`src/rtl/cd39_pkg.sv`:
```
// ----------------------------------------------------------------------------
// cd39_pkg
// Shared constants, types and symbol tables for the code 39 bar-width decoder.
// ----------------------------------------------------------------------------
package cd39_pkg;

    localparam int TIME_W            = 64;
    localparam int DEBOUNCE_W        = 20;
    localparam int PIN_W             = 5;
    localparam int DURATION_BITS_DEF = 32;

    localparam int BAR_COUNT    = 9;
    localparam int BAR_IDX_W    = 4;
    localparam int WIDE_COUNT   = 3;
    localparam int PASS_W       = 2;
    localparam int SYMBOL_COUNT = 43;
    localparam int SYM_IDX_W    = 6;

    localparam int S_TDATA_W = 72;
    localparam int S_TUSER_W = 1;
    localparam int M_TDATA_W = 16;
    localparam int M_TUSER_W = 3;

    localparam logic [PIN_W-1:0]      SENSOR_PIN     = 5'd18;
    localparam logic [DEBOUNCE_W-1:0] DEBOUNCE_RESET = 20'd1000;
    localparam logic [8:0]            DELIM_PATTERN  = 9'h094;
    localparam logic [6:0]            DELIM_ASCII    = 7'd42;
    localparam logic [6:0]            ERROR_ASCII    = 7'd107;

    // result status codes
    localparam logic [2:0] ST_START   = 3'd0;
    localparam logic [2:0] ST_DATA    = 3'd1;
    localparam logic [2:0] ST_FRAME   = 3'd2;
    localparam logic [2:0] ST_MISSING = 3'd3;
    localparam logic [2:0] ST_INVALID = 3'd4;

    // input actions
    localparam logic ACT_EDGE  = 1'b0;
    localparam logic ACT_CLEAR = 1'b1;

    typedef struct packed {
        logic       done;
        logic [8:0] pattern;
    } t_rank_stat;

    typedef struct packed {
        logic start;
        logic delim;
        logic rev;
    } t_match_cmd;

    typedef struct packed {
        logic       done;
        logic       found;
        logic       set_rev;
        logic [6:0] ascii;
    } t_match_res;

    function automatic logic [8:0] cd39_rev9(input logic [8:0] p);
        logic [8:0] r;
        for (int i = 0; i < 9; i++) begin
            r[8-i] = p[i];
        end
        return r;
    endfunction

    function automatic logic [8:0] cd39_sym_pattern(input logic [SYM_IDX_W-1:0] idx);
        logic [8:0] p;
        case (idx)
            6'd0:  p = 9'h034;
            6'd1:  p = 9'h121;
            6'd2:  p = 9'h061;
            6'd3:  p = 9'h160;
            6'd4:  p = 9'h031;
            6'd5:  p = 9'h130;
            6'd6:  p = 9'h070;
            6'd7:  p = 9'h025;
            6'd8:  p = 9'h124;
            6'd9:  p = 9'h064;
            6'd10: p = 9'h109;
            6'd11: p = 9'h049;
            6'd12: p = 9'h148;
            6'd13: p = 9'h019;
            6'd14: p = 9'h118;
            6'd15: p = 9'h058;
            6'd16: p = 9'h00D;
            6'd17: p = 9'h10C;
            6'd18: p = 9'h04C;
            6'd19: p = 9'h01C;
            6'd20: p = 9'h103;
            6'd21: p = 9'h043;
            6'd22: p = 9'h142;
            6'd23: p = 9'h013;
            6'd24: p = 9'h112;
            6'd25: p = 9'h052;
            6'd26: p = 9'h007;
            6'd27: p = 9'h106;
            6'd28: p = 9'h046;
            6'd29: p = 9'h016;
            6'd30: p = 9'h181;
            6'd31: p = 9'h0C1;
            6'd32: p = 9'h1C0;
            6'd33: p = 9'h091;
            6'd34: p = 9'h190;
            6'd35: p = 9'h0D0;
            6'd36: p = 9'h085;
            6'd37: p = 9'h184;
            6'd38: p = 9'h0A8;
            6'd39: p = 9'h0A2;
            6'd40: p = 9'h08A;
            6'd41: p = 9'h02A;
            6'd42: p = 9'h0C4;
            default: p = 9'h000;
        endcase
        return p;
    endfunction

    function automatic logic [6:0] cd39_sym_ascii(input logic [SYM_IDX_W-1:0] idx);
        logic [6:0] a;
        if (idx < 6'd10) begin
            a = 7'h30 + {1'b0, idx};
        end else if (idx < 6'd36) begin
            a = 7'h37 + {1'b0, idx};
        end else begin
            case (idx)
                6'd36:   a = 7'h2D;
                6'd37:   a = 7'h2E;
                6'd38:   a = 7'h24;
                6'd39:   a = 7'h2F;
                6'd40:   a = 7'h2B;
                6'd41:   a = 7'h25;
                6'd42:   a = 7'h20;
                default: a = 7'h00;
            endcase
        end
        return a;
    endfunction

endpackage

```
`src/rtl/cd39_rank.sv`:
```
// ----------------------------------------------------------------------------
// cd39_rank
// Marks the three widest of nine bars with one shared comparator: three
// max-search passes over the bar store, lower index wins a tie.
// ----------------------------------------------------------------------------
module cd39_rank #(
    parameter int DURATION_BITS = cd39_pkg::DURATION_BITS_DEF
) (
    input  logic                     i_clk,
    input  logic                     i_rst_n,
    input  logic                     i_start,
    input  logic [DURATION_BITS-1:0] i_dur [cd39_pkg::BAR_COUNT],
    output cd39_pkg::t_rank_stat     o_stat
);
    import cd39_pkg::*;

    logic                     r_busy;
    logic                     r_done;
    logic [PASS_W-1:0]        r_pass;
    logic [BAR_IDX_W-1:0]     r_idx;
    logic                     r_have;
    logic [DURATION_BITS-1:0] r_best_val;
    logic [BAR_IDX_W-1:0]     r_best_idx;
    logic [BAR_COUNT-1:0]     r_taken;

    logic                 cand;
    logic [BAR_IDX_W-1:0] cur_best_idx;
    logic [8:0]           pattern;

    // strict compare keeps the lower index on equal widths
    assign cand = !r_taken[r_idx] && (!r_have || (i_dur[r_idx] > r_best_val));
    assign cur_best_idx = cand ? r_idx : r_best_idx;

    always_ff @(posedge i_clk) begin
        if (!i_rst_n) begin
            r_busy <= 1'b0;
            r_done <= 1'b0;
        end else if (i_start) begin
            r_busy <= 1'b1;
            r_done <= 1'b0;
        end else if (r_busy && (r_idx == BAR_IDX_W'(BAR_COUNT - 1))
                     && (r_pass == PASS_W'(WIDE_COUNT - 1))) begin
            r_busy <= 1'b0;
            r_done <= 1'b1;
        end
    end

    always_ff @(posedge i_clk) begin
        if (i_start) begin
            r_pass  <= '0;
            r_idx   <= '0;
            r_have  <= 1'b0;
            r_taken <= '0;
        end else if (r_busy) begin
            if (cand) begin
                r_best_val <= i_dur[r_idx];
                r_best_idx <= r_idx;
            end
            if (r_idx == BAR_IDX_W'(BAR_COUNT - 1)) begin
                r_taken[cur_best_idx] <= 1'b1;
                r_idx  <= '0;
                r_have <= 1'b0;
                r_pass <= r_pass + PASS_W'(1);
            end else begin
                r_idx <= r_idx + BAR_IDX_W'(1);
                if (cand) begin
                    r_have <= 1'b1;
                end
            end
        end
    end

    // first bar lands in the top bit
    always_comb begin
        for (int i = 0; i < BAR_COUNT; i++) begin
            pattern[BAR_COUNT-1-i] = r_taken[i];
        end
    end

    assign o_stat.done    = r_done;
    assign o_stat.pattern = pattern;

endmodule

```
`src/rtl/cd39_match.sv`:
```
// ----------------------------------------------------------------------------
// cd39_match
// Matches a wide/narrow pattern against the delimiter in one step, or scans
// the 43-entry symbol table one entry per cycle with a single comparator.
// ----------------------------------------------------------------------------
module cd39_match (
    input  logic                 i_clk,
    input  logic                 i_rst_n,
    input  cd39_pkg::t_match_cmd i_cmd,
    input  logic [8:0]           i_pattern,
    output cd39_pkg::t_match_res o_res
);
    import cd39_pkg::*;

    logic                 r_busy;
    logic                 r_done;
    logic                 r_found;
    logic                 r_set_rev;
    logic [6:0]           r_ascii;
    logic [SYM_IDX_W-1:0] r_idx;
    logic                 r_rev;

    logic [8:0] entry;
    logic       hit;

    assign entry = r_rev ? cd39_rev9(cd39_sym_pattern(r_idx)) : cd39_sym_pattern(r_idx);
    assign hit   = (i_pattern == entry);

    always_ff @(posedge i_clk) begin
        if (!i_rst_n) begin
            r_busy <= 1'b0;
            r_done <= 1'b0;
        end else if (i_cmd.start) begin
            r_busy <= !i_cmd.delim;
            r_done <= i_cmd.delim;
        end else if (r_busy && (hit || (r_idx == SYM_IDX_W'(SYMBOL_COUNT - 1)))) begin
            r_busy <= 1'b0;
            r_done <= 1'b1;
        end
    end

    always_ff @(posedge i_clk) begin
        if (i_cmd.start) begin
            r_idx <= '0;
            r_rev <= i_cmd.rev;
            if (i_cmd.delim) begin
                if (i_pattern == DELIM_PATTERN) begin
                    r_found   <= 1'b1;
                    r_set_rev <= 1'b0;
                    r_ascii   <= DELIM_ASCII;
                end else if (i_pattern == cd39_rev9(DELIM_PATTERN)) begin
                    r_found   <= 1'b1;
                    r_set_rev <= 1'b1;
                    r_ascii   <= DELIM_ASCII;
                end else begin
                    r_found   <= 1'b0;
                    r_set_rev <= 1'b0;
                    r_ascii   <= '0;
                end
            end else begin
                r_found   <= 1'b0;
                r_set_rev <= 1'b0;
                r_ascii   <= '0;
            end
        end else if (r_busy) begin
            if (hit) begin
                r_found <= 1'b1;
                r_ascii <= cd39_sym_ascii(r_idx);
            end else begin
                r_idx <= r_idx + SYM_IDX_W'(1);
            end
        end
    end

    assign o_res.done    = r_done;
    assign o_res.found   = r_found;
    assign o_res.set_rev = r_set_rev;
    assign o_res.ascii   = r_ascii;

endmodule

```
`src/rtl/code39_bar_width_decoder_unit.sv`:
```
// ----------------------------------------------------------------------------
// code39_bar_width_decoder_unit
// Debounces sensor edges, collects nine bar widths and decodes code 39 frames.
// ----------------------------------------------------------------------------
// usage:
//   s_axis carries one event word: tuser is the action (edge or clear),
//   tdata the timestamp and pin. m_axis returns one status word for each
//   completed group of nine bars; other events give no word.
//   the debounce register is written on the cfg channel, which is always
//   ready; write it only while no event is in flight.
// sequence:
//   an event is taken only while the sequencer is idle. a clear or an edge on
//   another pin ends at the difference step; any other edge goes on to the
//   debounce check. the ninth bar then runs three max-search passes over nine
//   bars on one comparator, then the delimiter check or a symbol table scan
//   one entry a cycle, and then the status emit step.
// reset:
//   synchronous, active low; debounce returns to 1000 us, bar count, arming and
//   frame state clear, no clearing pass is needed.
// stall:
//   a status word sits in the output register until taken; the next event is
//   accepted meanwhile, and a new status waits for the register to free up.
// ----------------------------------------------------------------------------
module code39_bar_width_decoder_unit #(
    parameter int DURATION_BITS = cd39_pkg::DURATION_BITS_DEF
) (
    input  logic                             i_clk,
    input  logic                             i_rst_n,
    // cfg: debounce_us
    input  logic                             i_cfg_valid,
    output logic                             o_cfg_ready,
    input  logic [cd39_pkg::DEBOUNCE_W-1:0]  i_cfg_data,
    // edge_time [63:0], pin_number [68:64], zero pad
    input  logic                             s_axis_tvalid,
    output logic                             s_axis_tready,
    input  logic [cd39_pkg::S_TDATA_W-1:0]   s_axis_tdata,
    // action [0]
    input  logic [cd39_pkg::S_TUSER_W-1:0]   s_axis_tuser,
    output logic                             m_axis_tvalid,
    input  logic                             m_axis_tready,
    // symbol [6:0], held_symbol [13:7], reversed [14], zero pad
    output logic [cd39_pkg::M_TDATA_W-1:0]   m_axis_tdata,
    // status [2:0]
    output logic [cd39_pkg::M_TUSER_W-1:0]   m_axis_tuser
);
    import cd39_pkg::*;

    localparam logic [2:0] S_IDLE  = 3'd0;
    localparam logic [2:0] S_DIFF  = 3'd1;
    localparam logic [2:0] S_CHECK = 3'd2;
    localparam logic [2:0] S_RANK  = 3'd3;
    localparam logic [2:0] S_MATCH = 3'd4;
    localparam logic [2:0] S_EMIT  = 3'd5;

    localparam logic [TIME_W-1:0] DUR_CAP = {TIME_W{1'b1}} >> (TIME_W - DURATION_BITS);

    logic [2:0]               r_state;
    logic                     r_act;
    logic [TIME_W-1:0]        r_time;
    logic [PIN_W-1:0]         r_pin;
    logic [TIME_W-1:0]        r_last;
    logic [TIME_W-1:0]        r_diff;
    logic [DEBOUNCE_W-1:0]    r_debounce;
    logic                     r_armed;
    logic [BAR_IDX_W-1:0]     r_bar_count;
    logic [DURATION_BITS-1:0] r_dur [BAR_COUNT];
    logic [1:0]               r_char_pos;
    logic                     r_rev;
    logic [6:0]               r_held;

    logic                     r_m_valid;
    logic [2:0]               r_m_status;
    logic [6:0]               r_m_symbol;
    logic [6:0]               r_m_held;
    logic                     r_m_rev;

    logic                     passed;
    logic                     last_bar;
    logic [DURATION_BITS-1:0] sat_dur;
    logic [1:0]               pos_next;
    logic                     pos_delim;
    logic                     out_free;
    logic                     rev_after;
    logic [2:0]               n_status;

    t_rank_stat rank_stat;
    t_match_cmd match_cmd;
    t_match_res match_res;

    assign passed    = r_diff > {{(TIME_W - DEBOUNCE_W){1'b0}}, r_debounce};
    assign last_bar  = r_bar_count == BAR_IDX_W'(BAR_COUNT - 1);
    assign sat_dur   = (r_diff > DUR_CAP) ? DUR_CAP[DURATION_BITS-1:0]
                                          : r_diff[DURATION_BITS-1:0];
    assign pos_next  = r_char_pos + 2'd1;
    assign pos_delim = (pos_next == 2'd1) || (pos_next == 2'd3);
    assign out_free  = !r_m_valid || m_axis_tready;
    assign rev_after = r_rev || match_res.set_rev;

    always_comb begin
        if (!match_res.found) begin
            n_status = ST_INVALID;
        end else if (pos_next == 2'd1) begin
            n_status = ST_START;
        end else if (pos_next == 2'd3) begin
            n_status = ST_FRAME;
        end else begin
            n_status = ST_DATA;
        end
    end

    assign match_cmd.start = (r_state == S_RANK) && rank_stat.done;
    assign match_cmd.delim = pos_delim;
    assign match_cmd.rev   = r_rev;

    cd39_rank #(
        .DURATION_BITS(DURATION_BITS)
    ) u_rank (
        .i_clk   (i_clk),
        .i_rst_n (i_rst_n),
        .i_start ((r_state == S_CHECK) && passed && r_armed && last_bar),
        .i_dur   (r_dur),
        .o_stat  (rank_stat)
    );

    cd39_match u_match (
        .i_clk     (i_clk),
        .i_rst_n   (i_rst_n),
        .i_cmd     (match_cmd),
        .i_pattern (rank_stat.pattern),
        .o_res     (match_res)
    );

    always_ff @(posedge i_clk) begin
        if (!i_rst_n) begin
            r_debounce <= DEBOUNCE_RESET;
        end else if (i_cfg_valid) begin
            r_debounce <= i_cfg_data;
        end
    end

    // input word capture and the bar store
    always_ff @(posedge i_clk) begin
        if ((r_state == S_IDLE) && s_axis_tvalid) begin
            r_act  <= s_axis_tuser[0];
            r_time <= s_axis_tdata[TIME_W-1:0];
            r_pin  <= s_axis_tdata[TIME_W +: PIN_W];
        end
        if (r_state == S_DIFF) begin
            r_diff <= r_time - r_last;
        end
        if ((r_state == S_CHECK) && passed && r_armed) begin
            r_dur[r_bar_count] <= sat_dur;
        end
    end

    always_ff @(posedge i_clk) begin
        if (!i_rst_n) begin
            r_state     <= S_IDLE;
            r_last      <= '0;
            r_armed     <= 1'b0;
            r_bar_count <= '0;
            r_char_pos  <= '0;
            r_rev       <= 1'b0;
            r_held      <= ERROR_ASCII;
        end else begin
            case (r_state)
                S_IDLE: begin
                    if (s_axis_tvalid) begin
                        r_state <= S_DIFF;
                    end
                end
                S_DIFF: begin
                    if (r_act == ACT_CLEAR) begin
                        r_armed     <= 1'b0;
                        r_bar_count <= '0;
                        r_state     <= S_IDLE;
                    end else if (r_pin != SENSOR_PIN) begin
                        r_state <= S_IDLE;
                    end else begin
                        r_state <= S_CHECK;
                    end
                end
                S_CHECK: begin
                    r_state <= S_IDLE;
                    if (passed) begin
                        r_last <= r_time;
                        if (!r_armed) begin
                            r_armed <= 1'b1;
                        end else begin
                            r_bar_count <= r_bar_count + BAR_IDX_W'(1);
                            if (last_bar) begin
                                r_state <= S_RANK;
                            end
                        end
                    end
                end
                S_RANK: begin
                    if (rank_stat.done) begin
                        r_state <= S_MATCH;
                    end
                end
                S_MATCH: begin
                    if (match_res.done) begin
                        r_state <= S_EMIT;
                    end
                end
                S_EMIT: begin
                    if (out_free) begin
                        r_armed     <= 1'b0;
                        r_bar_count <= '0;
                        r_state     <= S_IDLE;
                        if ((n_status == ST_INVALID) || (n_status == ST_FRAME)) begin
                            r_char_pos <= '0;
                            r_rev      <= 1'b0;
                        end else begin
                            r_char_pos <= pos_next;
                            r_rev      <= rev_after;
                        end
                        if (n_status == ST_INVALID) begin
                            r_held <= ERROR_ASCII;
                        end else if (n_status == ST_DATA) begin
                            r_held <= match_res.ascii;
                        end
                    end
                end
                default: begin
                    r_state <= S_IDLE;
                end
            endcase
        end
    end

    // output word register
    always_ff @(posedge i_clk) begin
        if (!i_rst_n) begin
            r_m_valid <= 1'b0;
        end else if ((r_state == S_EMIT) && out_free) begin
            r_m_valid <= 1'b1;
        end else if (m_axis_tready) begin
            r_m_valid <= 1'b0;
        end
    end

    always_ff @(posedge i_clk) begin
        if ((r_state == S_EMIT) && out_free) begin
            r_m_status <= n_status;
            r_m_symbol <= match_res.ascii;
            r_m_held   <= (n_status == ST_FRAME) ? r_held : 7'd0;
            r_m_rev    <= rev_after;
        end
    end

    assign o_cfg_ready   = 1'b1;
    assign s_axis_tready = (r_state == S_IDLE);
    assign m_axis_tvalid = r_m_valid;
    assign m_axis_tuser  = r_m_status;
    assign m_axis_tdata  = {1'b0, r_m_rev, r_m_held, r_m_symbol};

`ifndef ASSERT_OFF
    a_invalid_no_symbol: assert property (@(posedge i_clk) disable iff (!i_rst_n)
        m_axis_tvalid |-> ((m_axis_tuser == ST_INVALID) == (m_axis_tdata[6:0] == 7'd0)))
        else $error("symbol does not agree with invalid status");

    a_frame_has_data: assert property (@(posedge i_clk) disable iff (!i_rst_n)
        (m_axis_tvalid && (m_axis_tuser == ST_FRAME)) |-> (m_axis_tdata[13:7] != 7'd0))
        else $error("frame complete without a held data character");

    a_pos_in_frame: assert property (@(posedge i_clk) disable iff (!i_rst_n)
        r_char_pos != 2'd3)
        else $error("character position left at the closing delimiter");

    a_bars_bounded: assert property (@(posedge i_clk) disable iff (!i_rst_n)
        (r_state == S_IDLE) |-> (r_bar_count < BAR_IDX_W'(BAR_COUNT)))
        else $error("bar store overflow while idle");
`endif

endmodule

```
`config.mk`:
```
export PLATFORM = sky130hd
export DESIGN_NAME = code39_bar_width_decoder_unit
export DESIGN_NICKNAME = d
export VERILOG_FILES = /design/src/rtl/cd39_pkg.sv /design/src/rtl/cd39_rank.sv /design/src/rtl/cd39_match.sv /design/src/rtl/code39_bar_width_decoder_unit.sv
export SDC_FILE = /design/constraint.sdc
export NUM_CORES = 1
export LEC_CHECK = 0
export BUFFER_PORTS_ARGS = -buffer_cell sky130_fd_sc_hd__buf_4
export CAP_MARGIN = 20
export CORE_MARGIN = 2
export CORE_UTILIZATION = 25
export CTS_CLUSTER_SIZE = 8
export DETAILED_ROUTE_END_ITERATION = 10
export GPL_TIMING_DRIVEN = 1
export SLEW_MARGIN = 20
export SYNTH_ARGS = -nofsm -noshare
export SYNTH_HDL_FRONTEND = slang
export SYNTH_SLANG_ARGS = --single-unit
```
`constraint.sdc`:
```
create_clock -name i_clk -period 6.22 [get_ports i_clk]
set_input_delay 1.244 -clock i_clk [delete_from_list [all_inputs] [get_ports i_clk]]
set_output_delay 1.244 -clock i_clk [all_outputs]
set_load 0.05 [all_outputs]
```
-- Yosys cells after proc, flatten, opt, wreduce, memory -nomap -nowiden
Memory sizes are Yosys's and may differ from the RTL's. A register that Yosys moved wholly into a read port is not among the register bits.
Cells that the tools add are included.
- register bits: 615
- bits in latches: 0
- bits in writable memories: 0
- memory bits (read-only): 1152
- bits of input ports: 98
- output and inout port bits: 22
- word-level logic and storage cells: 214
- memories kept: 2
- add/sub/neg operators: 8
- multipliers: 0
- div/mod/pow operators: 0
- order comparisons: 11
- equality and inequality tests: 31
- shifts and indexed selects: 0
- muxes and demuxes: 69
- bitwise logic cells: 7
- reductions and logical operators: 45
- memories (name ; words ; bits a word ; read ports ; clocked after memory_dff ; wr ports ; line ; RTL):
    (name not given) ; 64 ; 9 ; 1 ; 1 ; 0 ; cd39_pkg.sv:69 ; case (idx)
    (name not given) ; 64 ; 9 ; 1 ; 1 ; 0 ; cd39_pkg.sv:69 ;
- operator list (kind ; count):
    $bwmux 288 ; 1
    $bmux 32 s4 ; 1
    $demux 32 s4 ; 1
    $mux 32 ; 4
    $gt 64x20->1 ; 1
    $gt 64x32->1 const B ; 1
    $sub 64x64->64 ; 1
    $mux 7 ; 9
    $eq 6x6->1 const B ; 7
    $pmux 6 s7 ; 1
    $gt 32x32->1 ; 1
    $mux 6 ; 5
    $mux 4 ; 6
    $mux 1 ; 22
    $pmux 3 s6 ; 1
    $mux 2 ; 8
    $mux 3 ; 5
    $add 6x6->7 const A ; 2
    $reduce_and 2->1 ; 7
    $reduce_bool 2->1 ; 7
    $logic_and 1x1->1 ; 12
    $pmux 4 s3 ; 1
    $ge 5x5->1 const B ; 2
    $lt 4x5->1 const B ; 2
    other kinds (34) ; 63

-- Longest topological paths before layout
- depth after elaboration: 13
- depth in mapped cells: 17
- depth with buffers taken out: 15

-- Hierarchy
From an unflattened synthesis, not the netlist that was laid out.
- cell total of the unflattened synthesis: 2393
- area, all modules: 30105.1 µm²
- modules (own cells, without submodules) (module ; instances ; cells an instance ; area an instance (µm²) ; sequential area each (µm²)):
    code39_bar_width_decoder_unit ; 1 ; 1624 ; 22400.2 ; 15274.6
    cd39_rank ; 1 ; 440 ; 5013.6 ; 1441.4
    cd39_match ; 1 ; 329 ; 2691.3 ; 640.6

-- Least setup slack after synthesis
Ideal clock, no wire load.
- path kind: reg2reg
- from: register r_state[1]
- to: register r_diff[0], enable pin
- library setup time: 0.565 ns
- arrival: 4.894 ns
- required time: 5.655 ns
- slack: 0.762 ns
- stages on the path, launching flop included: 3
- buffers on the path: 1
- clock period less this slack: 5.458 ns
- cell sequence: dfxtp_1 -> clkbuf_1 -> nor3_1
- cells in the longest elaborated chain, start to end: 1
- ends and longest elaborated chain (item ; line ; RTL):
    start, declared ; code39_bar_width_decoder_unit.sv:57 ; logic [2:0] r_state;
    start signal, assigned ; code39_bar_width_decoder_unit.sv:158 ; r_state <= S_IDLE;
    start signal, assigned ; code39_bar_width_decoder_unit.sv:169 ; r_state <= S_DIFF;
    start signal, assigned ; code39_bar_width_decoder_unit.sv:176 ; r_state <= S_IDLE;
    $eq 3x1->1 ; code39_bar_width_decoder_unit.sv:148 ; if (r_state == S_DIFF) begin
    end signal, assigned ; code39_bar_width_decoder_unit.sv:149 ; r_diff <= r_time - r_last;
    end, declared ; code39_bar_width_decoder_unit.sv:62 ; logic [TIME_W-1:0] r_diff;
Every way passes these cells.
A chain may end at the register's enable or synchronous reset.

-- Worst setup path in the final report
- from: register u_rank.r_idx[0]
- to: register u_rank.r_taken[5]
- cells in the longest elaborated chain, start to end: 13
- elaborated cells between the ends (all ways): 19
- classes of those cells: order compare: 3; eq/ne: 1; mux: 8; bitwise: 2; reduce/logical: 5
- ends and longest elaborated chain (item ; line ; RTL):
    start, declared ; cd39_rank.sv:20 ; logic [BAR_IDX_W-1:0] r_idx;
    start signal, assigned ; cd39_rank.sv:65 ; r_idx <= r_idx + BAR_IDX_W'(1);
    $not 4->5 (not written as such) ; cd39_rank.sv:31 ; assign cand = !r_taken[r_idx] && (!r_have || (i_dur[r_idx] > r_best_val));
    $bmux 32 s4 ; cd39_rank.sv:31 ;
    $mux 32 (not written as such) (2 in a row) ; cd39_rank.sv:31 ;
    $gt 32x32->1 ; cd39_rank.sv:31 ;
    $logic_or 1x1->1 ; cd39_rank.sv:31 ;
    $logic_and 1x1->1 ; cd39_rank.sv:31 ;
    $mux 4 ; cd39_rank.sv:32 ; assign cur_best_idx = cand ? r_idx : r_best_idx;
    $lt 4x5->1 (not written as such) or $ge 4x1->1 (tied branches) ; cd39_rank.sv:60 ; r_taken[cur_best_idx] <= 1'b1;
    $logic_and 1x1->1 (not written as such) ; cd39_rank.sv:60 ;
    $mux 1 (not written as such) ; cd39_rank.sv:60 ;
    $demux 1 s4 ; -- ;
    $or 9x9->9 (no source line) ; -- ;
    end signal, assigned ; cd39_rank.sv:53 ; r_taken <= '0;
    end signal, assigned by index ; cd39_rank.sv:60 ;
    end, declared ; cd39_rank.sv:24 ; logic [BAR_COUNT-1:0] r_taken;
Parallel ways exist; a longest one is shown, timed or not. The select of a mux whose other input is x is not followed.

==> summary.txt <==
status - finished, final reports clean
worst-path maximum fanout - 34
Initial DRC Count - 1473
Slowest Stage Delay on Critical Path - 0.84 ns
H-tree lvl count - 3
Mapped Area - 29100 µm²
critical path capture point type - flop
Peak VDD IR - 0.000193 V
global-route wire length before repair - 109 mm
Yosys cell types - 86
critical-path cell list - mux4_2 -> a22oi_1 -> o22ai_1 -> ha_1 -> a21o_1 -> a21o_1 -> a21oi_1 -> o21ai_0 -> a21oi_1 -> a21oi_2 -> nor3_1 -> a41oi_1 -> nor2_1
yosys warns - 0
Setup Fix Bufs, Post-CTS - 0
commonest cells after routing, fill and taps aside - edfxtp_1, nor2_1, inv_1
Post-Syn Nets - 2615
initial core utilization - 0.251
layout cell share with drive strength beyond 1 - 0.136
Post-synth EDFFs - 486
vias per cell - 4.62
largest cells by area after synthesis - edfxtp_1, dfxtp_1, ha_1
Post-CTS Hold Fix Bufs - 0
crit path time final - 4.53 ns
period utilisation layout - 0.728
Slew Limit Fails - 0
P_leak - 11.4 nW
slowest CP cell - dfxtp_4
post-synthesis sequential area ratio - 0.596
post-DP HPWL - 45.5 mm
post_cts resized - 0
Synth Instances - 2376
FFs w/ async S/R, synth - 0
CP arrival - 5.08 ns
Worst-path clk slew - 0.06 ns
# diodes - 0
filler cell count - 11667
Fmax - 221 MHz
final worst slack - 1.69 ns
pin count of the biggest net entering global routing - 99
antenna violations before repair - 0
final WL - 70.0 mm
Rows - 125
drt pass-1 iters - 5
DIE WIDTH - 345 µm
Root Driver - clkbuf_16
FF+latch count, synth - 624
commonest non-fill, non-tap cell in the layout - edfxtp_1
number of global-route vias before repair - 18808
DRT antenna net count - 0
top-area cell type share of the netlist area - 0.501
CTS Sinks - 624
maximum capacitance violations - 0
cell taking the most area after synthesis - edfxtp_1
worst relative slew slack - 0.358
CP Class - flop to flop
Req. time, crit path - 6.77 ns
Die Area - 119000 µm²
clk_lat worst skew - 0.65 ns
Die Height - 345 µm
CP Buf/Inv Count - 0
clock buffer count from CTS - 88
total core area - 116000 µm²
placer congestion estimate - 0.815
Post-Route Setup TNS - 0 ns
top-level I/O count - 120
worst-margin pin slew - 0.963 ns
Final setup viols - 0
CP delay by family, top - compound AO/OA/AOI/OAI gates
aggregate global-route resource usage - 0.116
pre-CTS WS - 1.59 ns
Avg Inst Size Synth - 12.3 µm²
deepest clock path buffer count - 3
area delta synth->final - 18.1%
fin nets - 2737
IO Port Bufs - 114
Final Skew - 0.0372 ns
HP Class - flop to flop
Hold Fails Final Rpt - 0
RSZ-0062 raised after global routing - false
dominant synthesized flop cell - edfxtp_1
Power Dens Cells - 298 nW/µm²
CTS tree - built
grt ovf - 0
Residual DRC - 0
WL/cell - 17.1 µm
routed via count - 18914
startpoint types - flop
==> Yosys cell counts, drive strengths merged, types with 5 or more instances <==
library cell / count
a41oi: 5
a31oi: 28
a22oi: 39
clkbuf: 84
a21o: 68
buf: 31
o31ai: 7
nand2: 105
nor4: 14
nand2b: 8
nand4: 32
xor2: 28
dfxtp: 138
ha: 140
nor2b: 21
mux2i: 29
o32ai: 6
and3: 23
o21ai: 78
o21a: 16
or3: 35
nor3: 30
a21boi: 5
inv: 189
o31a: 5
nor4bb: 8
mux4: 65
nand3: 28
xnor2: 46
edfxtp: 486
o22ai: 40
mux2: 6
a211oi: 11
a21oi: 180
o211ai: 16
and2: 18
nor2: 240
o21bai: 15
==> power by group <==
part	internal, mW	total [mW]	switching, mW
logic	0.425	0.983	0.558
clock network	2.75	4.58	1.83
registers	4.59	4.69	0.0974
total	7.77	10.3	2.49
==> flip-flops by register name, summed over array words and instances, names as in the netlist, 3 cells and up, named ones only <==
name	count
r_last	64
r_bar_count	4
r_m_held	7
u_rank.r_taken	9
r_diff	64
r_debounce	20
r_dur	288
r_pin	5
m_axis_tuser	3
r_held	7
r_time	64
u_match.r_idx	6
u_rank.r_best_idx	4
r_state	3
u_match.r_ascii	7
r_m_symbol	7
u_rank.r_idx	4
u_rank.r_best_val	32
==> final timing paths <==
check	startpoint	endpoint	slack (ns)	cells past startpoint
max	u_rank.r_idx[0]$_SDFFE_PP0P_	u_rank.r_taken[5]$_SDFFE_PP0P_	1.69	13
min	r_rev$_SDFFE_PN0P_	u_match.r_rev$_DFFE_PP_	0.46	0
max reg2reg	u_rank.r_idx[0]$_SDFFE_PP0P_	u_rank.r_taken[5]$_SDFFE_PP0P_	1.69	13
min reg2reg	r_rev$_SDFFE_PN0P_	u_match.r_rev$_DFFE_PP_	0.46	0
==> metrics by stage <==
step,total power [mW],utilization,cells,hold WS (ns),cell area (µm²)
after floorplan,5.43,-,2376,0.423,29100
after global placement,5.75,0.274,3932,0.436,31700
after detailed placement,5.76,0.274,3932,0.454,31700
after CTS,10.4,0.297,4092,0.464,34400
after global routing,10.7,0.297,4092,0.483,34400
final,10.3,0.297,4092,0.465,34400
==> cell type report <==
cell class / count / area (µm²) / area share
clock buffer: 153 / 2480 / 0.0720
clock inverter: 7 / 200 / 0.00582
inverter: 191 / 724 / 0.0211
multi-input combinational: 1446 / 10600 / 0.308
sequential: 624 / 17400 / 0.505
tap: 1524 / 1910 / 0.0554
timing repair buffer: 147 / 1140 / 0.0332
==> routing by layer <==
layer | track usage | wire length (µm) | vias to the layer above
met4 | 0.0380 | 1650 | 0
met2 | 0.191 | 32900 | 491
li1 | - | - | 9049
met5 | 0 | 0 | -
met1 | 0.154 | 32000 | 9277
met3 | 0.0179 | 3390 | 97
==> kinds of logic (layout without fill, tap and decap cells) <==
group,after synthesis,count (layout),share of synthesized area
flops,624,624,0.596
simple gates,580,580,0.0952
compound gates,549,549,0.121
buf+inv,306,498,0.0415
fa+ha+maj,141,141,0.0608
mux,100,100,0.0631
xor+xnor,74,74,0.0223
other cells,2,2,0.000258
Note: power is estimated with default switching activity, not from simulation.
